### src/sv/tep_pkg.sv
package tep_pkg;
   localparam int unsigned MaxArgsDefault = 16;
   localparam int unsigned MaxIntermedDefault = 2;
   localparam int unsigned ArgWidth = 17;

   localparam logic [1:0] KIND_TEXT = 2'd0;
   localparam logic [1:0] KIND_CTRL = 2'd1;
   localparam logic [1:0] KIND_ESC  = 2'd2;
   localparam logic [1:0] KIND_CSI  = 2'd3;

   localparam logic [7:0] BYTE_ESC = 8'h1b;
   localparam logic [7:0] BYTE_CSI = 8'h9b;
   localparam logic [7:0] BYTE_LBRACKET = 8'h5b;
   localparam logic [7:0] BYTE_SEMI = 8'h3b;
   localparam logic [7:0] BYTE_QUEST = 8'h3f;
   localparam logic [31:0] REPLACEMENT = 32'h0000_fffd;

   // parser modes, one-hot
   typedef enum logic [2:0] {
      MODE_GROUND = 3'b001,
      MODE_ESCAPE = 3'b010,
      MODE_CSI    = 3'b100
   } mode_type;

   // result bundle
   typedef struct packed {
      logic [1:0]  kind;
      logic [31:0] value;
      logic [7:0]  csi_command;
      logic [15:0] csi_intermediates;
      logic [1:0]  csi_intermed_count;
      logic        csi_private;
      logic        csi_overflow;
      logic        last;
   } result_type;
endpackage

### src/sv/tep_arg_ram.sv
module tep_arg_ram #(
   parameter int unsigned DEPTH = 16,
   parameter int unsigned WIDTH = 17
) (
   input  logic                     clock,
   input  logic                     wr_en,
   input  logic [$clog2(DEPTH)-1:0] wr_addr,
   input  logic [WIDTH-1:0]         wr_data,
   input  logic [$clog2(DEPTH)-1:0] rd_addr,
   output logic [WIDTH-1:0]         rd_data
);
   logic [WIDTH-1:0] mem [DEPTH];

   // one write port, one registered read port
   always_ff @(posedge clock) begin
      if (wr_en) begin
         mem[wr_addr] <= wr_data;
      end
      rd_data <= mem[rd_addr];
   end
endmodule

### src/sv/terminal_escape_utf8_parser.sv
// channel | direction | ports
// req     | in        | req_valid, req_stall, req_in_byte
// rsp     | out       | rsp_valid, rsp_stall, rsp_kind .. rsp_last
// csr     | in        | csr_wr_en, csr_wr_data (utf8_mode)
//
// A byte with two results (U+FFFD, then the byte's own result) stalls input until
// the second is emitted. A CSI digit stalls input for its argument read-modify-write.
// A non-private CSI final byte emits one result per argument (memory read, then emit).
// Arguments live in a one-port-read synchronous memory, validity in a mask
// of flip-flops so entering a CSI clears all arguments at once.
// Reset is synchronous; the output register holds its result under rsp_stall.
module terminal_escape_utf8_parser #(
   parameter int unsigned MAX_ARGS = tep_pkg::MaxArgsDefault,
   parameter int unsigned MAX_INTERMED = tep_pkg::MaxIntermedDefault
) (
   input  logic        clock,
   input  logic        reset,
   input  logic        req_valid,
   output logic        req_stall,
   input  logic [7:0]  req_in_byte,
   output logic        rsp_valid,
   input  logic        rsp_stall,
   output logic [1:0]  rsp_kind,
   output logic signed [31:0] rsp_value,
   output logic [7:0]  rsp_csi_command,
   output logic [15:0] rsp_csi_intermediates,
   output logic [1:0]  rsp_csi_intermed_count,
   output logic        rsp_csi_private,
   output logic        rsp_csi_overflow,
   output logic        rsp_last,
   input  logic        csr_wr_en,
   input  logic        csr_wr_data
);
   import tep_pkg::*;

   localparam int unsigned AW = (MAX_ARGS > 1) ? $clog2(MAX_ARGS) : 1;
   localparam int unsigned IW = $clog2(MAX_INTERMED + 1);
   localparam int unsigned IS = 8 * MAX_INTERMED;

   // configuration and parser state
   logic utf8_mode_ff;
   mode_type mode_ff, mode_in;
   logic [2:0] left_ff, left_in;
   logic [30:0] accum_ff, accum_in;
   logic first_ff, first_in, inter_ff, inter_in;
   logic [IS-1:0] istore_ff, istore_in;
   logic [IW-1:0] icount_ff, icount_in;
   logic [AW-1:0] aidx_ff, aidx_in;
   logic [MAX_ARGS-1:0] avalid_ff, avalid_in;
   logic priv_ff, priv_in, ovf_ff, ovf_in, excess_ff, excess_in;

   // pending second result and argument emission
   logic pend_ff, pend_in;
   result_type pend_res_ff, pend_res_in;
   logic emit_ff, emit_in;
   logic rd_wait_ff, rd_wait_in;
   logic [AW-1:0] eidx_ff, eidx_in;
   logic [7:0] cmd_ff, cmd_in;

   // argument read-modify-write
   logic [AW-1:0] rd_addr;
   logic [ArgWidth-1:0] rd_data;
   logic wr_en;
   logic [ArgWidth-1:0] wr_data;
   logic digit_pend_ff, digit_pend_in;
   logic [3:0] digit_ff, digit_in;
   logic [AW-1:0] daddr_ff, daddr_in;

   logic out_v_ff, out_v_in;
   result_type out_ff, out_in;

   logic out_free, busy, take;
   logic [7:0] c;
   result_type r0, r1;
   logic n0, n1;
   logic [20:0] prod;
   logic [ArgWidth-1:0] cur;

   tep_arg_ram #(.DEPTH(1 << AW), .WIDTH(ArgWidth)) u_args (
      .clock  (clock),
      .wr_en  (wr_en),
      .wr_addr(daddr_ff),
      .wr_data(wr_data),
      .rd_addr(rd_addr),
      .rd_data(rd_data)
   );

   assign out_free = !out_v_ff || !rsp_stall;
   assign busy = pend_ff || emit_ff || digit_pend_ff;
   assign req_stall = busy || !out_free;
   assign take = req_valid && !req_stall;
   assign c = req_in_byte;

   // digit accumulate on read data of last cycle
   always_comb begin
      cur = avalid_ff[daddr_ff] ? rd_data : '0;
      prod = 21'(cur) * 21'd10 + 21'(digit_ff);
      wr_en = digit_pend_ff;
      wr_data = (prod > 21'd65535) ? ArgWidth'(65535) : ArgWidth'(prod);
   end

   // read address: digit target or emission index
   assign rd_addr = (emit_ff) ? eidx_ff : aidx_ff;

   function automatic result_type mk(input logic [1:0] k, input logic [31:0] v);
      result_type r;
      r = '0;
      r.kind = k;
      r.value = v;
      return r;
   endfunction

   always_comb begin
      mode_in = mode_ff; left_in = left_ff; accum_in = accum_ff;
      first_in = first_ff; inter_in = inter_ff; istore_in = istore_ff;
      icount_in = icount_ff; aidx_in = aidx_ff; avalid_in = avalid_ff;
      priv_in = priv_ff; ovf_in = ovf_ff; excess_in = excess_ff;
      pend_in = pend_ff; pend_res_in = pend_res_ff;
      emit_in = emit_ff; rd_wait_in = 1'b0; eidx_in = eidx_ff; cmd_in = cmd_ff;
      digit_pend_in = 1'b0; digit_in = digit_ff; daddr_in = daddr_ff;
      out_v_in = out_v_ff && rsp_stall; out_in = out_ff;
      r0 = '0; r1 = '0; n0 = 1'b0; n1 = 1'b0;

      if (digit_pend_ff) begin
         avalid_in[daddr_ff] = 1'b1;
         if (prod > 21'd65535) ovf_in = 1'b1;
      end

      if (out_free && pend_ff) begin
         // second result of a two-result byte
         out_v_in = 1'b1; out_in = pend_res_ff; pend_in = 1'b0;
      end else if (emit_ff) begin
         if (rd_wait_ff) begin
            rd_wait_in = 1'b0;
         end else if (out_free) begin
            out_v_in = 1'b1;
            out_in = '0;
            out_in.kind = KIND_CSI;
            out_in.value = avalid_ff[eidx_ff] ? 32'(rd_data) : 32'hffff_ffff;
            out_in.csi_command = cmd_ff;
            out_in.csi_intermediates = 16'(istore_ff);
            out_in.csi_intermed_count = 2'(icount_ff);
            out_in.csi_overflow = ovf_ff;
            out_in.last = (eidx_ff == aidx_ff);
            if (eidx_ff == aidx_ff) begin
               emit_in = 1'b0;
            end else begin
               eidx_in = eidx_ff + 1'b1;
               rd_wait_in = 1'b1;
            end
         end
      end else if (take) begin
         unique case (mode_ff)
            MODE_ESCAPE: begin
               if (c == BYTE_LBRACKET) begin
                  mode_in = MODE_CSI; first_in = 1'b1; inter_in = 1'b1;
                  istore_in = '0; icount_in = '0; aidx_in = '0; avalid_in = '0;
                  priv_in = 1'b0; ovf_in = 1'b0; excess_in = 1'b0;
               end else begin
                  r0 = mk(KIND_ESC, {24'd0, c}); n0 = 1'b1; mode_in = MODE_GROUND;
               end
            end
            MODE_CSI: begin
               if (c >= 8'h40 && c <= 8'h7f) begin
                  mode_in = MODE_GROUND;
                  if (priv_ff) begin
                     r0 = mk(KIND_CSI, 32'hffff_ffff); r0.csi_command = c;
                     r0.csi_private = 1'b1; n0 = 1'b1;
                  end else begin
                     emit_in = 1'b1; rd_wait_in = 1'b1; eidx_in = '0; cmd_in = c;
                  end
               end else if (first_ff && c >= 8'h3c && c <= 8'h3e) begin
                  first_in = 1'b0; priv_in = 1'b1;
               end else if (!priv_ff) begin
                  first_in = 1'b0;
                  if (inter_ff && (c[7:4] == 4'h2 || c == BYTE_QUEST)) begin
                     if (icount_ff < IW'(MAX_INTERMED)) begin
                        istore_in = {istore_ff[IS-9:0], c} ;
                        icount_in = icount_ff + 1'b1;
                     end else begin
                        ovf_in = 1'b1;
                     end
                  end else begin
                     inter_in = 1'b0;
                     if (c >= 8'h30 && c <= 8'h39) begin
                        if (!excess_ff) begin
                           digit_pend_in = 1'b1; digit_in = c[3:0]; daddr_in = aidx_ff;
                        end
                     end else if (c == BYTE_SEMI) begin
                        if (32'(aidx_ff) + 1 < MAX_ARGS) aidx_in = aidx_ff + 1'b1;
                        else begin excess_in = 1'b1; ovf_in = 1'b1; end
                     end
                  end
               end
            end
            default: begin
               mode_in = MODE_GROUND;
               if (c < 8'h20 || (!utf8_mode_ff && c >= 8'h80 && c < 8'ha0)) begin
                  left_in = '0;
                  if (c == BYTE_ESC) mode_in = MODE_ESCAPE;
                  else if (c == BYTE_CSI) begin
                     mode_in = MODE_CSI; first_in = 1'b1; inter_in = 1'b1;
                     istore_in = '0; icount_in = '0; aidx_in = '0; avalid_in = '0;
                     priv_in = 1'b0; ovf_in = 1'b0; excess_in = 1'b0;
                  end else begin r0 = mk(KIND_CTRL, {24'd0, c}); n0 = 1'b1; end
               end else if (!utf8_mode_ff) begin
                  left_in = '0; r0 = mk(KIND_TEXT, {24'd0, c}); n0 = 1'b1;
               end else if (c[7:6] == 2'b10) begin
                  if (left_ff == 3'd0) begin
                     r0 = mk(KIND_TEXT, REPLACEMENT); n0 = 1'b1;
                  end else begin
                     accum_in = {accum_ff[24:0], c[5:0]};
                     left_in = left_ff - 3'd1;
                     if (left_ff == 3'd1) begin
                        r0 = mk(KIND_TEXT, {1'b0, accum_in}); n0 = 1'b1;
                     end
                  end
               end else begin
                  left_in = '0;
                  if (left_ff != 3'd0) begin
                     r0 = mk(KIND_TEXT, REPLACEMENT); n0 = 1'b1;
                  end
                  priority if (c < 8'h80) begin
                     r1 = mk(KIND_TEXT, {24'd0, c}); n1 = 1'b1;
                  end else if (c < 8'he0) begin
                     accum_in = {26'd0, c[4:0]}; left_in = 3'd1;
                  end else if (c < 8'hf0) begin
                     accum_in = {27'd0, c[3:0]}; left_in = 3'd2;
                  end else if (c < 8'hf8) begin
                     accum_in = {28'd0, c[2:0]}; left_in = 3'd3;
                  end else if (c < 8'hfc) begin
                     accum_in = {29'd0, c[1:0]}; left_in = 3'd4;
                  end else if (c < 8'hfe) begin
                     accum_in = {30'd0, c[0]}; left_in = 3'd5;
                  end else begin
                     r1 = mk(KIND_TEXT, REPLACEMENT); n1 = 1'b1;
                  end
               end
            end
         endcase
         // place results: first into output, second pending
         if (n0 && n1) begin
            out_v_in = 1'b1; out_in = r0;
            pend_in = 1'b1; pend_res_in = r1; pend_res_in.last = 1'b1;
         end else if (n0 || n1) begin
            out_v_in = 1'b1; out_in = n0 ? r0 : r1; out_in.last = 1'b1;
         end
      end
   end

   always_ff @(posedge clock) begin
      if (reset) begin
         utf8_mode_ff <= 1'b1; mode_ff <= MODE_GROUND; left_ff <= '0;
         accum_ff <= '0; first_ff <= 1'b1; inter_ff <= 1'b1; istore_ff <= '0;
         icount_ff <= '0; aidx_ff <= '0; avalid_ff <= '0; priv_ff <= 1'b0;
         ovf_ff <= 1'b0; excess_ff <= 1'b0; pend_ff <= 1'b0; emit_ff <= 1'b0;
         rd_wait_ff <= 1'b0; digit_pend_ff <= 1'b0; out_v_ff <= 1'b0;
      end else begin
         if (csr_wr_en) utf8_mode_ff <= csr_wr_data;
         mode_ff <= mode_in; left_ff <= left_in; accum_ff <= accum_in;
         first_ff <= first_in; inter_ff <= inter_in; istore_ff <= istore_in;
         icount_ff <= icount_in; aidx_ff <= aidx_in; avalid_ff <= avalid_in;
         priv_ff <= priv_in; ovf_ff <= ovf_in; excess_ff <= excess_in;
         pend_ff <= pend_in; emit_ff <= emit_in; rd_wait_ff <= rd_wait_in;
         digit_pend_ff <= digit_pend_in; out_v_ff <= out_v_in;
      end
   end

   // payload registers
   always_ff @(posedge clock) begin
      pend_res_ff <= pend_res_in; eidx_ff <= eidx_in; cmd_ff <= cmd_in;
      digit_ff <= digit_in; daddr_ff <= daddr_in; out_ff <= out_in;
   end

   assign rsp_valid = out_v_ff;
   assign rsp_kind = out_ff.kind;
   assign rsp_value = out_ff.value;
   assign rsp_csi_command = out_ff.csi_command;
   assign rsp_csi_intermediates = out_ff.csi_intermediates;
   assign rsp_csi_intermed_count = out_ff.csi_intermed_count;
   assign rsp_csi_private = out_ff.csi_private;
   assign rsp_csi_overflow = out_ff.csi_overflow;
   assign rsp_last = out_ff.last;
endmodule

### config.mk
export PLATFORM = sky130hd
export DESIGN_NAME = terminal_escape_utf8_parser
export DESIGN_NICKNAME = d
export VERILOG_FILES = /design/src/sv/tep_pkg.sv /design/src/sv/tep_arg_ram.sv /design/src/sv/terminal_escape_utf8_parser.sv
export SDC_FILE = /design/constraint.sdc
export NUM_CORES = 1
export LEC_CHECK = 0
export BUFFER_PORTS_ARGS = -buffer_cell sky130_fd_sc_hd__clkbuf_2
export CAP_MARGIN = 10
export CORE_ASPECT_RATIO = 1.2
export CORE_MARGIN = 2
export CORE_UTILIZATION = 65
export CTS_CLUSTER_SIZE = 24
export DETAILED_ROUTE_END_ITERATION = 8
export PLACE_DENSITY = 0.81
export SYNTH_ARGS = -nofsm -noshare
export SYNTH_HDL_FRONTEND = slang
export SYNTH_SLANG_ARGS = --single-unit
### constraint.sdc
create_clock -name clock -period 8.6 [get_ports clock]
set_input_delay 1.72 -clock clock [delete_from_list [all_inputs] [get_ports clock]]
set_output_delay 1.72 -clock clock [all_outputs]
set_load 0.05 [all_outputs]
==> impl_summary.txt <==
----------------------------------------------------
[Critical path]
  Data required time of the worst path ... 8770 ps
  FF-to-FF path depth ... 18
  Peak per-stage delay on the critical path ... 680 ps
  R2R Path Start ... daddr_ff[3]
  Type of destination of the critical path ... flop
  Cell family with the largest share of critical-path delay ... simple AND/OR/NAND/NOR gates
  Worst EP arrival ... 6730 ps
  Library cell contributing the largest single delay on the critical path ... mux4_2
  Slack of the worst reg-to-reg path ... 2040 ps
  Series of cell instances along the critical path ... mux4_2 > mux4_2 > and2_1 > ha_1 > ha_1 > inv_1 > fa_1 > nand2b_1 > a211oi_2 > o21ai_1 > xnor2_2 > nand4b_1 > or4b_1 > nor4_1 > nor2_1 > nor3_4 > buf_4 > o21ai_1
  Critical Path Source Type ... flop
  Endpoint of the worst register-to-register path ... u_args.mem[14][3]
  Critical-path maximum fanout ... 26
  Number of buffer and inverter stages on the critical path ... 2
  Worst Setup Path Type ... flop to flop

[Final layout]
  Leading cell type in the layout, fill and taps excluded ... edfxtp_1
  # nets final ... 1571
  P&R area growth vs syn ... 12.1%
  Fraction of final layout cells with drive strength greater than 1 ... 0.184
  Most frequent cells in the layout ... 363 x edfxtp_1, 145 x nand2_1, 97 x dfxtp_1, 89 x a21oi_1, 89 x nor2_1
  Antenna cell count ... 0
  Final core utilization ... 0.744

[Detailed routing]
  Final ANT Viol Nets ... 0
  Drc violations ... 0
  Routed wire length ... 45500 um
  Routed length per instance ... 23.4 um
  Detailed Route Iter0 Violations ... 1420
  1st-pass router iterations ... 5
  Vias after detailed routing ... 12400
  Post-detailed-route via-to-cell ratio ... 6.39

[GRT]
  Overall track demand over capacity in global routing ... 0.292
  Initial antenna violation count ... 1
  Vias in the first global route ... 12300
  Final global-route overflow total ... 0
  Largest net degree at the start of global routing ... 64
  Wire length of the first global-routing pass ... 69600 um

[Floorplan]
  Starting utilization of the core area ... 0.664
  Width of the die ... 163 um
  Die Y-Extent ... 195 um
  DIE AREA ... 0.0317 mm^2
  Row Count ... 69
  Ports placed on the boundary ... 79
  Core region area ... 0.0297 mm^2

[Timing]
  Final period utilization ... 0.763
  Unrepaired setup endpoints after global routing ... no
  Max-slew violation count ... 0
  Number of hold violations in the final report ... 0
  Max-slew headroom at the worst pin ... 0.183
  Least-Margin Pin Slew ... 1230 ps
  Setup tns final ... 0 ps
  Worst-case clock skew ... 22.6 ps
  Peak clock frequency supported by timing ... 152 MHz
  Crit path time final ... 6560 ps
  Setup violations, final ... 0

[CTS]
  Inserted Clock Buffers ... 42
  Clock root buffer ... clkbuf_16
  Post-CTS Setup Bufs ... 0
  TritonCTS clock tree ... built
  Maximum clock insertion buffer count ... 3
  Count of instances resized after the clock tree is built ... 0
  Number of buffers added to fix hold violations after cts ... 0
  # H-tree levels ... 2
  Clock latency on the worst-skew pair ... 560 ps
  CTS clk-pin slew, worst paths ... 60 ps
  Sink count of the clock tree ... 460

[Status]
  Outcome ... finished clean

[Worst hold path]
  Worst Hold End ... first_ff
  Worst Hold Depth ... 2
  Worst hold path type ... flop to flop
  Hold Path Origin ... first_ff

[Yosys]
  Share of flip-flops with an asynchronous set or reset ... 0
  Number of enable flip-flop cells after synthesis ... 363
  Number of instances in the synthesized netlist ... 1435
  Post-Synthesis Cell Area ... 0.0197 mm^2
  Sequential share of the synthesized area ... 0.651
  Mapped Avg Cell Area ... 13.7 um^2
  Flip-flop cell with the highest count after synthesis ... edfxtp_1
  Count of distinct cell types in the synthesized netlist ... 69
  Count of state elements after synthesis ... 460
  Total number of yosys warnings ... 0

[Power]
  Highest ir drop seen on vdd ... 0.220 mV
  Total power of the final layout ... 4.60 mW
  Static Leak ... 8.02 nW
  Power per Cell Area ... 208 mW/mm^2

[Placement]
  DP Wirelength ... 27400 um
  Count of port buffers added during placement ... 78
  Placer congestion estimate ... 0.931

[Flow run]
  Max-cap violations ... 0

----------------------------------------------------
[kinds of logic (layout without fill, tap and decap cells)]
logic type	count (synthesis)	in the layout	synth area share
fa+ha+maj	34	34	0.0223
flops	460	460	0.651
compound gates	257	257	0.0822
other cells	1	16	0.000190
buf+inv	100	207	0.0197
simple gates	456	456	0.113
xor+xnor	39	39	0.0177
mux	88	88	0.0938
[per-layer routing]
metal,vias up,part of all wire,GRT usage
li1,5585,-,-
met1,6055,0.37,0.374
met2,657,0.49,0.485
met3,147,0.084,0.0495
met4,2,0.051,0.144
met5,-,0.00026,0
[worst max-delay path by stage]
stage                             end  depth (start not counted)         from  slack [ps]
floorplan            u_args.mem[0][6]                         19  daddr_ff[3]        2970
global placement     u_args.mem[8][3]                         18  daddr_ff[3]        2130
CTS                 u_args.mem[14][3]                         18  daddr_ff[3]        1850
finish              u_args.mem[14][3]                         18  daddr_ff[3]        2040
detailed placement   u_args.mem[1][3]                         18  daddr_ff[3]        1900
global route        u_args.mem[14][3]                         18  daddr_ff[3]        1640
[final cells by class]
type / count / area [um^2]
tap: 390 / 488
inverter: 18 / 67.6
timing repair buffer: 111 / 638
clock buffer: 59 / 1180
clock inverter: 19 / 211
multi-input combinational: 890 / 6680
sequential: 460 / 12800
fill: 1853 / 7600
[power by group]
part           switching [mW]  total (mW)  leakage [nW]  internal (mW)
combinational           0.242       0.300          3.20         0.0587
clock                   0.779        1.86         0.674           1.08
sequential             0.0147        2.44          4.14           2.43
total                    1.04        4.60          8.02           3.57
[worst reg2reg max path: cells and delay by family, from the launching register on]
family | cells | cell delay [ps]
xor gates and xnor gates | 1 | 250
adders and majority gates | 3 | 820
AOI/OAI and AO/OA | 3 | 820
DFF | 1 | 670
muxes | 2 | 1260
and+or+nand+nor | 7 | 2040
buffers and inverters | 2 | 330
[Yosys cell counts, types with 3 or more instances]
cell,count,area share
ha_1,32,0.020
and3_1,12,0.0038
nor2b_1,13,0.0041
nor3b_1,8,0.0030
a211oi_1,21,0.0080
a31oi_1,28,0.0089
clkbuf_1,71,0.014
o21ai_1,4,0.0010
mux2i_1,7,0.0036
nor4_1,6,0.0019
a22o_1,6,0.0027
nand3_1,50,0.013
inv_1,17,0.0032
and2_1,63,0.020
mux4_2,77,0.088
o21ai_0,35,0.0089
nand2b_1,21,0.0067
edfxtp_1,363,0.55
buf_2,8,0.0020
a21o_1,22,0.0084
a22oi_1,3,0.0011
o31a_1,5,0.0022
nand3b_1,4,0.0015
nand4_1,7,0.0022
nor3_1,11,0.0028
mux2_2,4,0.0023
dfxtp_1,97,0.098
xor2_1,18,0.0080
a21oi_1,89,0.023
nor2_1,101,0.019
o211ai_1,17,0.0065
xnor2_1,20,0.0089
nand2_1,145,0.028
[sequential cells by signal, indices dropped and copies added, names as in the netlist, 4 cells and up]
signal	cells
rsp_value	32
cmd_ff	8
rsp_csi_command	8
accum_ff	25
avalid_ff	16
digit_ff	4
istore_ff	16
pend_res_ff	8
daddr_ff	4
rsp_csi_intermediates	16
u_args.mem	272
u_args.rd_data	17
aidx_ff	4
eidx_ff	4
[stage by stage]
stage | hold WS, ps | area, um^2 | worst slack [ps] | std cells
after global placement | 427 | 20700 | 2130 | 1869
after global routing | 469 | 22100 | 1640 | 1947
after detailed placement | 438 | 20700 | 1900 | 1869
after CTS | 447 | 22100 | 1850 | 1947
final | 447 | 22100 | 2040 | 1947
after floorplan | 406 | 19800 | 2970 | 1450
Power figures use the tool's default switching activity.
